**src/sv/sbus_frame_decoder_core_macros.svh**
```systemverilog
// Assertion macros for the SBUS frame decoder.
// The surrounding module must provide clk_i and rst_ni.
`ifndef SBUS_FRAME_DECODER_CORE_MACROS_SVH
`define SBUS_FRAME_DECODER_CORE_MACROS_SVH
`ifndef NO_ASSERTIONS
`define SFD_ASSERT(lbl, prop, msg) \
  lbl: assert property (@(posedge clk_i) disable iff (!rst_ni) prop) else $error(msg);
`define SFD_ASSERT_RST(lbl, prop, msg) \
  lbl: assert property (@(posedge clk_i) prop) else $error(msg);
`else
`define SFD_ASSERT(lbl, prop, msg)
`define SFD_ASSERT_RST(lbl, prop, msg)
`endif
`endif

```
**src/sv/sfd_pkg.sv**
```systemverilog
`timescale 1ns / 1ps
package sfd_pkg;

  localparam int unsigned DATA_LEN     = 23;
  localparam int unsigned IDX_W        = 5;
  localparam int unsigned CH_N         = 10;
  localparam int unsigned CH_W         = 11;
  localparam int unsigned STICK_W      = 16;
  localparam int unsigned MS_W         = 14;
  localparam int unsigned CFG_IDX_W    = 3;
  localparam int unsigned CFG_DATA_W   = 16;
  localparam int unsigned OUT_TDATA_W  = 112;

  localparam logic [7:0]         HEADER      = 8'h0F;
  localparam logic [7:0]         FOOTER      = 8'h00;
  localparam logic [IDX_W-1:0]   LAST_IDX    = IDX_W'(DATA_LEN);
  localparam logic [STICK_W-1:0] STICK_MID   = 16'd1000;
  localparam logic [STICK_W-1:0] DZ_WIDE_LO  = 16'd950;
  localparam logic [STICK_W-1:0] DZ_WIDE_HI  = 16'd1060;
  localparam logic [STICK_W-1:0] DZ_S1_LO    = 16'd996;
  localparam logic [STICK_W-1:0] DZ_S1_HI    = 16'd1004;
  localparam logic [STICK_W-1:0] DZ_S2_LO    = 16'd994;
  localparam logic [STICK_W-1:0] DZ_S2_HI    = 16'd1002;
  localparam logic [CH_W-1:0]    SW_LOW_LIM  = 11'd500;
  localparam logic [CH_W-1:0]    SW_MID_LO   = 11'd600;
  localparam logic [CH_W-1:0]    SW_MID_HI   = 11'd1200;
  localparam logic [CH_W-1:0]    KNOB_RESET  = 11'd200;
  localparam logic [MS_W-1:0]    MS_MAX      = 14'd10000;
  localparam logic [MS_W-1:0]    MS_RESET    = 14'd1000;
  localparam logic [MS_W-1:0]    TIMEOUT_RST = 14'd1500;
  localparam logic [7:0]         LOST_RST    = 8'd10;
  localparam logic [7:0]         LOST_MAX    = 8'd255;

  localparam logic [1:0] SW_POS1 = 2'd1;
  localparam logic [1:0] SW_POS2 = 2'd2;
  localparam logic [1:0] SW_POS3 = 2'd3;

  typedef enum logic [CFG_IDX_W-1:0] {
    REG_OFFSET0    = 3'd0,
    REG_OFFSET1    = 3'd1,
    REG_OFFSET2    = 3'd2,
    REG_OFFSET3    = 3'd3,
    REG_TIMEOUT    = 3'd4,
    REG_LOST_LIMIT = 3'd5
  } sfd_reg_e;

  // Collector to mapper: decoded channels of the stored frame.
  typedef struct packed {
    logic                     ok;
    logic [7:0]               flags;
    logic [CH_N-1:0][CH_W-1:0] ch;
  } sfd_frame_t;

  // Result payload, stick0 in the lowest bits.
  typedef struct packed {
    logic [1:0]         online;
    logic [1:0]         sw3;
    logic [1:0]         sw2;
    logic [1:0]         sw1;
    logic [CH_W-1:0]    knob3;
    logic [CH_W-1:0]    knob2;
    logic [CH_W-1:0]    knob1;
    logic [STICK_W-1:0] stick3;
    logic [STICK_W-1:0] stick2;
    logic [STICK_W-1:0] stick1;
    logic [STICK_W-1:0] stick0;
  } sfd_res_t;

  function automatic logic [STICK_W-1:0] snap(input logic [CH_W-1:0] raw,
                                             input logic [STICK_W-1:0] off,
                                             input logic [STICK_W-1:0] lo,
                                             input logic [STICK_W-1:0] hi);
    logic [STICK_W-1:0] v;
    v = {{(STICK_W-CH_W){1'b0}}, raw} + off;
    if (v > lo && v < hi) begin
      return STICK_MID;
    end
    return v;
  endfunction

endpackage

```
**src/sv/sfd_collect.sv**
```systemverilog
`timescale 1ns / 1ps
module sfd_collect
  import sfd_pkg::*;
(
  input  logic       clk_i,
  input  logic       rst_ni,
  input  logic       en_i,
  input  logic [7:0] byte_i,
  output sfd_frame_t frame_o
);

  logic             hunting_q, hunting_d;
  logic [IDX_W-1:0] idx_q, idx_d;
  logic [7:0]       frame_q [DATA_LEN];
  logic             store;

  always_comb begin
    hunting_d = hunting_q;
    idx_d     = idx_q;
    store     = 1'b0;
    if (hunting_q) begin
      if (byte_i == HEADER) begin
        hunting_d = 1'b0;
        idx_d     = '0;
      end
    end else if (idx_q < LAST_IDX) begin
      store = 1'b1;
      idx_d = idx_q + 1'b1;
    end else begin
      hunting_d = 1'b1;
      idx_d     = '0;
    end
  end

  always_ff @(posedge clk_i or negedge rst_ni) begin
    if (!rst_ni) begin
      hunting_q <= 1'b1;
      idx_q     <= '0;
    end else if (en_i) begin
      hunting_q <= hunting_d;
      idx_q     <= idx_d;
    end
  end

  always_ff @(posedge clk_i) begin
    if (en_i && store) begin
      frame_q[idx_q] <= byte_i;
    end
  end

  // standard SBUS packing, byte n of the frame at frame_q[n-1]
  always_comb begin
    frame_o.ok    = !hunting_q && (idx_q == LAST_IDX) && (byte_i == FOOTER);
    frame_o.flags = frame_q[22];
    frame_o.ch[0] = {frame_q[1][2:0], frame_q[0]};
    frame_o.ch[1] = {frame_q[2][5:0], frame_q[1][7:3]};
    frame_o.ch[2] = {frame_q[4][0],   frame_q[3], frame_q[2][7:6]};
    frame_o.ch[3] = {frame_q[5][3:0], frame_q[4][7:1]};
    frame_o.ch[4] = {frame_q[6][6:0], frame_q[5][7:4]};
    frame_o.ch[5] = {frame_q[8][1:0], frame_q[7], frame_q[6][7]};
    frame_o.ch[6] = {frame_q[9][4:0], frame_q[8][7:2]};
    frame_o.ch[7] = {frame_q[10],     frame_q[9][7:5]};
    frame_o.ch[8] = {frame_q[12][2:0], frame_q[11]};
    frame_o.ch[9] = {frame_q[13][5:0], frame_q[12][7:3]};
  end

endmodule

```
**src/sv/sfd_map.sv**
```systemverilog
`timescale 1ns / 1ps
module sfd_map
  import sfd_pkg::*;
(
  input  logic                  clk_i,
  input  logic                  rst_ni,
  input  logic                  cfg_we_i,
  input  logic [CFG_IDX_W-1:0]  cfg_idx_i,
  input  logic [CFG_DATA_W-1:0] cfg_data_i,
  input  logic                  en_i,
  input  logic                  tick_i,
  input  sfd_frame_t            frame_i,
  output logic                  res_valid_o,
  output sfd_res_t              res_o
);

  logic [3:0][STICK_W-1:0] offset_q;
  logic [MS_W-1:0]         timeout_q;
  logic [7:0]              lost_limit_q;

  logic [3:0][STICK_W-1:0] stick_q, stick_d;
  logic [2:0][CH_W-1:0]    knob_q, knob_d;
  logic [2:0][1:0]         sw_q, sw_d;
  logic                    flag_q, flag_d;
  logic [7:0]              lost_q, lost_d, lost_inc;
  logic [MS_W-1:0]         ms_q, ms_d;
  logic                    frame_hit;

  always_ff @(posedge clk_i or negedge rst_ni) begin
    if (!rst_ni) begin
      offset_q     <= '0;
      timeout_q    <= TIMEOUT_RST;
      lost_limit_q <= LOST_RST;
    end else if (cfg_we_i) begin
      case (cfg_idx_i)
        REG_OFFSET0:    offset_q[0]  <= cfg_data_i;
        REG_OFFSET1:    offset_q[1]  <= cfg_data_i;
        REG_OFFSET2:    offset_q[2]  <= cfg_data_i;
        REG_OFFSET3:    offset_q[3]  <= cfg_data_i;
        REG_TIMEOUT:    timeout_q    <= cfg_data_i[MS_W-1:0];
        REG_LOST_LIMIT: lost_limit_q <= cfg_data_i[7:0];
        default: ;
      endcase
    end
  end

  assign frame_hit   = !tick_i && frame_i.ok;
  assign res_valid_o = tick_i || frame_hit;
  assign lost_inc    = (lost_q == LOST_MAX) ? lost_q : lost_q + 8'd1;

  always_comb begin
    stick_d = stick_q;
    knob_d  = knob_q;
    sw_d    = sw_q;
    flag_d  = flag_q;
    lost_d  = lost_q;
    ms_d    = ms_q;
    if (tick_i) begin
      if (ms_q < MS_MAX) begin
        ms_d = ms_q + 1'b1;
      end
    end else if (frame_hit) begin
      stick_d[0] = snap(frame_i.ch[3], offset_q[0], DZ_WIDE_LO, DZ_WIDE_HI);
      stick_d[1] = snap(frame_i.ch[2], offset_q[1], DZ_S1_LO, DZ_S1_HI);
      stick_d[2] = snap(frame_i.ch[0], offset_q[2], DZ_S2_LO, DZ_S2_HI);
      stick_d[3] = snap(frame_i.ch[1], offset_q[3], DZ_WIDE_LO, DZ_WIDE_HI);
      knob_d[0]  = frame_i.ch[5];
      knob_d[1]  = frame_i.ch[7];
      knob_d[2]  = frame_i.ch[6];
      sw_d[0]    = (frame_i.ch[9] < SW_LOW_LIM) ? SW_POS1 : SW_POS2;
      sw_d[1]    = (frame_i.ch[8] < SW_LOW_LIM) ? SW_POS1 : SW_POS2;
      if (frame_i.ch[4] < SW_LOW_LIM) begin
        sw_d[2] = SW_POS1;
      end else if (frame_i.ch[4] > SW_MID_LO && frame_i.ch[4] < SW_MID_HI) begin
        sw_d[2] = SW_POS2;
      end else begin
        sw_d[2] = SW_POS3;
      end
      if (frame_i.flags == 8'd0) begin
        flag_d = 1'b1;
        lost_d = '0;
      end else begin
        lost_d = lost_inc;
        if (lost_inc > lost_limit_q) begin
          flag_d = 1'b0;
        end
      end
      ms_d = '0;
    end
  end

  always_ff @(posedge clk_i or negedge rst_ni) begin
    if (!rst_ni) begin
      stick_q <= {4{STICK_MID}};
      knob_q  <= {3{KNOB_RESET}};
      sw_q    <= {SW_POS2, SW_POS1, SW_POS1};
      flag_q  <= 1'b0;
      lost_q  <= '0;
      ms_q    <= MS_RESET;
    end else if (en_i) begin
      stick_q <= stick_d;
      knob_q  <= knob_d;
      sw_q    <= sw_d;
      flag_q  <= flag_d;
      lost_q  <= lost_d;
      ms_q    <= ms_d;
    end
  end

  always_comb begin
    res_o.stick0 = stick_d[0];
    res_o.stick1 = stick_d[1];
    res_o.stick2 = stick_d[2];
    res_o.stick3 = stick_d[3];
    res_o.knob1  = knob_d[0];
    res_o.knob2  = knob_d[1];
    res_o.knob3  = knob_d[2];
    res_o.sw1    = sw_d[0];
    res_o.sw2    = sw_d[1];
    res_o.sw3    = sw_d[2];
    res_o.online = {ms_d < timeout_q, flag_d};
  end

endmodule

```
**src/sv/sbus_frame_decoder_core.sv**
```systemverilog
`timescale 1ns / 1ps
// SBUS frame decoder.
// Slave stream: one transfer per received UART byte (tuser = 0, tdata = byte)
// or per one-millisecond tick (tuser = 1, tdata ignored).
// Master stream: one transfer per tick (tuser = 0, held values) and one per
// frame whose footer byte is 0x00 (tuser = 1, freshly decoded values).
// Header bytes, frame bytes and bad footers produce no transfer.
// Config port: write cfg_data_i to register cfg_idx_i while cfg_we_i is high;
// only while the block is idle.
// A tick or footer goes through the input register, the decode logic and the
// result register to the master side. Throughput: one transfer per cycle
// while the master side does not stall, with all decode logic in between.
// Reset: hunting for a header, sticks at 1000, knobs at 200, switches at
// 1/1/2, link flag clear, offsets zero, timeout 1500 ms, loss limit 10.
// When the master side stalls, the result register holds, one more item is
// kept in the input register, and tready drops; items that produce no
// transfer still pass while the result waits.
`include "sbus_frame_decoder_core_macros.svh"
module sbus_frame_decoder_core
  import sfd_pkg::*;
(
  input  logic                   clk_i,
  input  logic                   rst_ni,
  input  logic                   s_axis_tvalid_i,
  output logic                   s_axis_tready_o,
  input  logic [7:0]             s_axis_tdata_i,   // [7:0] data_byte
  input  logic                   s_axis_tuser_i,   // [0] func
  output logic                   m_axis_tvalid_o,
  input  logic                   m_axis_tready_i,
  // [15:0] stick0, [31:16] stick1, [47:32] stick2, [63:48] stick3,
  // [74:64] knob1, [85:75] knob2, [96:86] knob3, [98:97] switch_one,
  // [100:99] switch_two, [102:101] switch_three, [104:103] online_state
  output logic [OUT_TDATA_W-1:0] m_axis_tdata_o,
  output logic                   m_axis_tuser_o,   // [0] new_frame
  input  logic                   cfg_we_i,
  input  logic [CFG_IDX_W-1:0]   cfg_idx_i,
  input  logic [CFG_DATA_W-1:0]  cfg_data_i
);

  logic       in_valid_q;
  logic       in_func_q;
  logic [7:0] in_byte_q;
  logic       out_valid_q;
  logic       out_fresh_q;
  sfd_res_t   out_res_q;

  logic       proc_fire;
  logic       res_valid;
  sfd_res_t   res;
  sfd_frame_t frame;

  assign proc_fire = in_valid_q && (!out_valid_q || m_axis_tready_i || !res_valid);
  assign s_axis_tready_o = !in_valid_q || proc_fire;

  always_ff @(posedge clk_i or negedge rst_ni) begin
    if (!rst_ni) begin
      in_valid_q <= 1'b0;
    end else if (s_axis_tready_o) begin
      in_valid_q <= s_axis_tvalid_i;
    end
  end

  always_ff @(posedge clk_i) begin
    if (s_axis_tready_o && s_axis_tvalid_i) begin
      in_func_q <= s_axis_tuser_i;
      in_byte_q <= s_axis_tdata_i;
    end
  end

  sfd_collect u_collect (
    .clk_i   (clk_i),
    .rst_ni  (rst_ni),
    .en_i    (proc_fire && !in_func_q),
    .byte_i  (in_byte_q),
    .frame_o (frame)
  );

  sfd_map u_map (
    .clk_i       (clk_i),
    .rst_ni      (rst_ni),
    .cfg_we_i    (cfg_we_i),
    .cfg_idx_i   (cfg_idx_i),
    .cfg_data_i  (cfg_data_i),
    .en_i        (proc_fire),
    .tick_i      (in_func_q),
    .frame_i     (frame),
    .res_valid_o (res_valid),
    .res_o       (res)
  );

  always_ff @(posedge clk_i or negedge rst_ni) begin
    if (!rst_ni) begin
      out_valid_q <= 1'b0;
    end else if (proc_fire && res_valid) begin
      out_valid_q <= 1'b1;
    end else if (m_axis_tready_i) begin
      out_valid_q <= 1'b0;
    end
  end

  always_ff @(posedge clk_i) begin
    if (proc_fire && res_valid) begin
      out_res_q   <= res;
      out_fresh_q <= !in_func_q;
    end
  end

  assign m_axis_tvalid_o = out_valid_q;
  assign m_axis_tdata_o  = OUT_TDATA_W'(out_res_q);
  assign m_axis_tuser_o  = out_fresh_q;

  `SFD_ASSERT_RST(a_reset_quiet, !rst_ni |=> (!m_axis_tvalid_o && !in_valid_q), "output valid during reset")
  `SFD_ASSERT(a_tick_report, (proc_fire && in_func_q) |=> (m_axis_tvalid_o && !m_axis_tuser_o), "tick gave no tick report")
  `SFD_ASSERT(a_frame_report, (proc_fire && res_valid && !in_func_q) |=> (m_axis_tvalid_o && m_axis_tuser_o), "good frame gave no frame result")
  `SFD_ASSERT(a_held_input, (in_valid_q && !proc_fire) |=> (in_valid_q && $stable(in_byte_q)), "pending input item lost")

endmodule
```
**config.mk**
```make
export PLATFORM = sky130hd
export DESIGN_NAME = sbus_frame_decoder_core
export DESIGN_NICKNAME = d
export VERILOG_FILES = /design/src/sv/sfd_pkg.sv /design/src/sv/sfd_collect.sv /design/src/sv/sfd_map.sv /design/src/sv/sbus_frame_decoder_core.sv
export VERILOG_INCLUDE_DIRS = /design/src /design/src/sv
export SDC_FILE = /design/constraint.sdc
export NUM_CORES = 1
export LEC_CHECK = 0
export BUFFER_PORTS_ARGS = -buffer_cell sky130_fd_sc_hd__buf_2
export CAP_MARGIN = 20
export CORE_AREA = 2 2 208 210
export DETAILED_ROUTE_END_ITERATION = 6
export DIE_AREA = 0 0 210 212
export HOLD_SLACK_MARGIN = 0.12
export MAX_ROUTING_LAYER = met4
export PLACE_DENSITY_LB_ADDON = 0.15
export SETUP_SLACK_MARGIN = 0.2
export SLEW_MARGIN = 20
export SYNTH_ARGS = -nofsm -noshare
export SYNTH_HDL_FRONTEND = slang
export SYNTH_SLANG_ARGS = --single-unit
```
**constraint.sdc**
```tcl
create_clock -name clk_i -period 14.4 [get_ports clk_i]
set_clock_uncertainty 0.1 [all_clocks]
set_input_delay 1.44 -clock clk_i [delete_from_list [all_inputs] [get_ports clk_i]]
set_output_delay 1.44 -clock clk_i [all_outputs]
set_load 0.02 [all_outputs]
```
* After elaboration in Yosys (flattened, before gate mapping)
Memories as Yosys holds them, arrays and structs flattened.
Index checks and enable logic that the tools add are counted.
** Word-level totals
- Memory bits (writable) :: 184
- Input port bits :: 33
- Output and inout port bits :: 115
- Word-level logic and storage cells :: 157
- Memories :: 1
- Register bits :: 335
** Operators by class
- Bitwise gates (word level) :: 1
- $lt $le $gt $ge :: 17
- Add/subtract/negate cells :: 7
- Muxes and demuxes :: 51
- Equal/unequal tests :: 9
- Reductions and logical operators :: 34
** Memory list
- u_collect.frame_q :: words 23, bits a word 8, rd ports 15, clocked after memory_dff 0, wr ports 1, line sfd_collect.sv:14 : logic [7:0] frame_q [DATA_LEN];
** Operator list (number)
- 2-to-1 mux 16 bit :: 8
- 2-to-1 mux 64 bit :: 2
- 2-to-1 mux 33 bit :: 2
- adder 11 x 16 -> 16 bit :: 4
- > comparator 16 x 10 -> 1 bit (second input constant) :: 4
- 2-to-1 mux 14 bit :: 3
- < comparator 11 x 9 -> 1 bit (second input constant) :: 3
- < comparator 16 x 10 -> 1 bit (second input constant) :: 2
- < comparator 16 x 11 -> 1 bit (second input constant) :: 2
- 2-to-1 mux 1 bit :: 26
- zero test 8 bit :: 2
- 2-to-1 mux 8 bit :: 2
- 2-to-1 mux 5 bit :: 3
- adder 14 x 1 -> 14 bit (second input constant) :: 1
- < comparator 14 bit :: 1
- < comparator 14 bit (second input constant) :: 1
- AND reduction 2 bit :: 7
- logical AND 1 bit :: 13
- 2-to-1 mux 6 bit :: 2
- > comparator 11 x 10 -> 1 bit (second input constant) :: 1
- < comparator 11 bit (second input constant) :: 1
- adder 8 x 1 -> 8 bit (second input constant) :: 1
- equality test 8 x 4 -> 1 bit (second input constant) :: 1
- equality test 8 bit (second input constant) :: 1
- other kinds (15) :: 26

* Depth between registers and ports, before layout
- Depth in word-level cells :: 12
- Depth in mapped cells :: 16
- Mapped depth without buffers :: 15

* Hierarchy
From an unflattened synthesis, not the netlist that was laid out.
** Unflattened totals
- Cells, all modules :: 1873
- Area, all modules :: 21180.3 µm²
** Modules (own cells, without submodules)
- sfd_map :: area an instance 13444.1 µm², sequential area each 5368.9 µm², cells each 1550, instances 1
- sfd_collect :: area an instance 4101.4 µm², sequential area each 3694.8 µm², cells each 187, instances 1
- sbus_frame_decoder_core :: area an instance 3634.7 µm², sequential area each 3503.4 µm², cells each 136, instances 1

* Worst setup path before layout
OpenSTA, ideal clock, no wires.
- Path type :: input port to flip-flop
- From :: in m_axis_tready_i
- To :: reg out_res_q, in the netlist m_axis_tdata_o[0], enable pin
- Stages on the path :: 5
- Setup time :: 0.573 ns
- Data required time :: 13.727 ns
- Data arrival time :: 6.528 ns
- Slack :: 7.199 ns
- Buffers on the path :: 2
- Path through :: nand2b_1 -> o21ai_1 -> buf_2 -> buf_2 -> nor2_1
** On the way
- Word-level cells in the longest chain between the ends :: 4
** Ends and longest elaborated chain
- start: declaration :: line sbus_frame_decoder_core.sv:29 : input logic m_axis_tready_i,
- logical OR 1 bit (2 in series) :: line sbus_frame_decoder_core.sv:52 : assign proc_fire = in_valid_q && (!out_valid_q || m_axis_tready_i || !res_valid);
- logical AND 1 bit :: line sbus_frame_decoder_core.sv:52
- logical AND 1 bit :: line sbus_frame_decoder_core.sv:102 : if (proc_fire && res_valid) begin
- end signal: assignment :: line sbus_frame_decoder_core.sv:103 : out_res_q <= res;
- end: declaration :: line sbus_frame_decoder_core.sv:45 : sfd_res_t out_res_q;
Every way passes these cells.
A chain may end at the register's enable or synchronous reset.

* Worst setup path after layout
- From :: reg in_byte_q[6]
- To :: out s_axis_tready_o
** On the way
- Word-level cells in the longest chain between the ends :: 8
** Ends and longest elaborated chain
- start: declaration :: line sbus_frame_decoder_core.sv:42 : logic [7:0] in_byte_q;
- start signal: assignment :: line sbus_frame_decoder_core.sv:66 : in_byte_q <= s_axis_tdata_i;
- zero test 8 bit :: line sfd_collect.sv:53 : frame_o.ok = !hunting_q && (idx_q == LAST_IDX) && (byte_i == FOOTER);
- logical AND 1 bit :: line sfd_collect.sv:53
- logical AND 1 bit :: line sfd_map.sv:47 : assign frame_hit = !tick_i && frame_i.ok;
- logical OR 1 bit :: line sfd_map.sv:48 : assign res_valid_o = tick_i || frame_hit;
- zero test 1 bit :: line sbus_frame_decoder_core.sv:52
- logical OR 1 bit :: line sbus_frame_decoder_core.sv:52
- logical AND 1 bit :: line sbus_frame_decoder_core.sv:52
- logical OR 1 bit :: line sbus_frame_decoder_core.sv:53 : assign s_axis_tready_o = !in_valid_q || proc_fire;
- end: declaration :: line sbus_frame_decoder_core.sv:25 : output logic s_axis_tready_o,
Every way passes these cells.

==> impl_metrics.toml <==
[drt]
drt-wirelength-per-cell_um = 19.2
drcViolationCount = 0
drt_wl_total_um = 47900
viasPerCell = 5.55
postRouteAntennaNets = 0
dr.first_iter.drc_count = 947
drt_pass1_iterations = 5
dr_total_vias = 13800

[sta]
drv_slew = 0
setup_violations = 0
fin_crit_ps = 4950
slew_headroom_pct = 31.8
rsz0062_at_grt = "false"
tightestPinTransition_ps = 1020
finalCritPeriodShare_pct = 34.3
setup_tns_ps = 0
hold_viol_final = 0
max_freq_mhz = 202

[grt]
grt_use_total_pct = 22.6
grt_pass1_vias = 13400
antenna_found_initial = 1
grt_max_degree = 103
overflow = 0
grt_pass1_wl_um = 75300

[layout]
syn_to_final_growth_pct = 13.7
layout-drive-gt1-share_pct = 22.1
finalNetCount = 2013
n_antenna_cell = 0
instances_no_fill = 2490

[logic_synthesis]
synth_top_family_by_area = "simple AND/OR/NAND/NOR gates"
yosysUniqueCellTypes = 85
synth_fa_ha_area_share_pct = 4.65
syn_inst = 1767
synthMuxAreaShare_pct = 7.21
synthDominantCellAreaShare_pct = 33.0
synth_area_leader_cell = "edfxtp_1"
synth.area.top_cells = "edfxtp_1 33%, dfrtp_1 20%, dfstp_2 6.6%"
synth_edf_count = 229
syn_area_per_cell_um2 = 11.8
synth_seq_area_share_pct = 59.8
ys_ff_latch = 449
synth_xor_area_share_pct = 2.44
yosys_most_used_dff = "edfxtp_1"
ys.warnings.count = 0
netlist_area_um2 = 20800
synth-compound-area-share_pct = 10.8
async_flop_share_pct = 49.0
synth-simple-area-share_pct = 12.7

[die]
die_w_um = 210
die_y_um = 212
num_io_pins = 148
die_area_um2 = 44500
row_count = 76
start_util_pct = 49.0
core_um2 = 42500

[setup_path]
arrival_ps = 3410
cp_max_fo = 15
endpoint_kind = "output port"
startpoint_type = "register"
cp.required_ps = 12860
path_class = "reg2out"

[pwr]
power.leakage_nw = 9.91
switching_power_uw = 984
power_frac_comb_pct = 19.3
power.density_nw_per_um2 = 144
clkPwrFrac_pct = 35.8
p_sw_share_pct = 28.8
power.internal_mw = 2.43
share_seq_of_total_power_pct = 44.9
max-vdd-ir-drop_v = 0.0000988

[clock_network]
clock_path_buffers = 3
cts_resized = 0
cts_tree = "done"
cts-htree-levels = 2
cts_sinks = 449
clock_latency_ps = 590
clk_pin_slew_worst_paths_ps = 60
cts_root_buf = "clkbuf_16"
post_cts_buffers = 0
numCtsBuffers = 47
postCtsHoldBufs = 0

[placed_design]
gp_congestion = 0.863
dp.cells = 2402
port_buffers = 140
dpl.hpwl_um = 32700

[status]
outcome = "finished, final reports clean"

[job]
cap_violations = 0

[min_path]
hold_path_class = "reg2reg"
==> power by group through the flow <==
stage	Sequential, mW	Combinational, mW	Clock (mW)
floorplan	1.54	0.482	0
global placement	1.55	0.648	0
detailed placement	1.56	0.658	0
CTS	1.53	0.662	1.25
global route	1.55	0.739	1.30
finish	1.53	0.661	1.22
==> cells by family after synthesis <==
group / count (synthesis)
and+or+nand+nor: 581
DFF: 449
AOI/OAI and AO/OA: 346
adders and majority gates: 75
other: 1
xor gates and xnor gates: 58
muxes: 135
buffers and inverters: 122
==> synth_stat cells (7+ instances only) <==
cell type	number
o31ai_1	22
nor3_1	17
mux2_2	118
a31oi_1	24
and3_1	16
dfstp_2	52
nand2_1	317
clkbuf_1	54
edfxtp_1	229
a211oi_1	13
o21ai_0	113
xnor2_1	38
nand3_1	36
xor2_1	20
nand4_1	17
a22o_1	13
and2_1	22
a21o_1	24
nor2_1	84
nor2b_1	15
inv_1	49
o21ai_1	14
dfrtp_1	168
buf_2	7
ha_1	71
o21a_1	12
buf_4	7
mux2i_1	16
nand2b_1	12
a21oi_1	51
==> flip-flops by register name, summed over array words and instances (netlist names), 5 cells and up <==
signal and cells:
in_byte_q 8, u_map.knob_q 33, u_collect.frame_q 114, u_map.lost_limit_q 8
u_map.ms_q 14, u_collect.idx_q 5, u_map.timeout_q 14, u_map.offset_q 64
m_axis_tdata_o 105, u_map.lost_q 8, u_map.stick_q 64, u_map.sw_q 6
==> per-layer routing <==
layer	vias to the layer above	GRT usage [%]	routed length (um)
li1	6646	-	-
met1	6743	30.9	22000
met2	353	35.0	22000
met3	89	3.35	2420
met4	0	7.29	1470
met5	-	-	0
==> critical path, cell delays in order, from the launching register on <==
cell and delay [ps]:
edfxtp_1 670, or4_1 660, nor4_2 740, nor2_1 280, nor2_1 200, nand2_1 100
buf_2 170
==> metrics by stage <==
stage               utilization [%]  instance area [um2]  setup WS, ps  power [mW]  hold WS, ps
finish                         55.6                23700          9450        3.42          365
global placement               52.0                22100          9510        2.20          348
floorplan                         -                20800          7200        2.03          339
CTS                            55.6                23700          9410        3.45          364
detailed placement             52.0                22100          9470        2.22          354
global route                   55.6                23700          9170        3.58          399
==> path summary, 6_finish.rpt <==
kind,depth (start not counted),start,endpoint,slack (ps)
max in group asynchronous,2,rst_ni,u_map.offset_q[16]$_DFFE_PN0P_,12000
worst min register to register,2,u_map.stick_q[41]$_DFFE_PN1P_,u_map.stick_q[41]$_DFFE_PN1P_,360
worst max-delay path,6,in_byte_q[6]$_DFFE_PP_,s_axis_tready_o,9450
worst min-delay path,2,u_map.stick_q[41]$_DFFE_PN1P_,u_map.stick_q[41]$_DFFE_PN1P_,360
worst max register to register,15,in_byte_q[6]$_DFFE_PP_,m_axis_tdata_o[104]$_DFFE_PP_,9510
min in group asynchronous,1,rst_ni,u_map.stick_q[50]$_DFFE_PN0P_,800
==> placed cells by master, fill, tap and decap left out, drive strengths merged, types with 7 or more instances in the layout <==
master / n
and2: 23
a211oi: 14
nand3: 36
nor2: 86
edfxtp: 229
nor2b: 16
a31oi: 24
xor2: 20
nand2: 317
clkinv: 18
dfrtp: 168
o21ai: 127
a21oi: 51
clkbuf: 62
nor3: 17
dfstp: 52
mux2i: 16
conb: 7
o21a: 12
xnor2: 38
a22o: 13
o31ai: 22
inv: 51
ha: 71
nand2b: 12
and3: 16
mux2: 119
buf: 156
nand4: 17
a21o: 25
==> layout make-up <==
class | count | area, um2
tap | 546 | 683
fill | 3592 | 18900
sequential | 449 | 12400
multi-input combinational | 1202 | 7950
inverter | 49 | 184
timing repair buffer | 156 | 835
clock inverter | 26 | 293
clock buffer | 62 | 1260
Power figures use the tool's default switching activity.
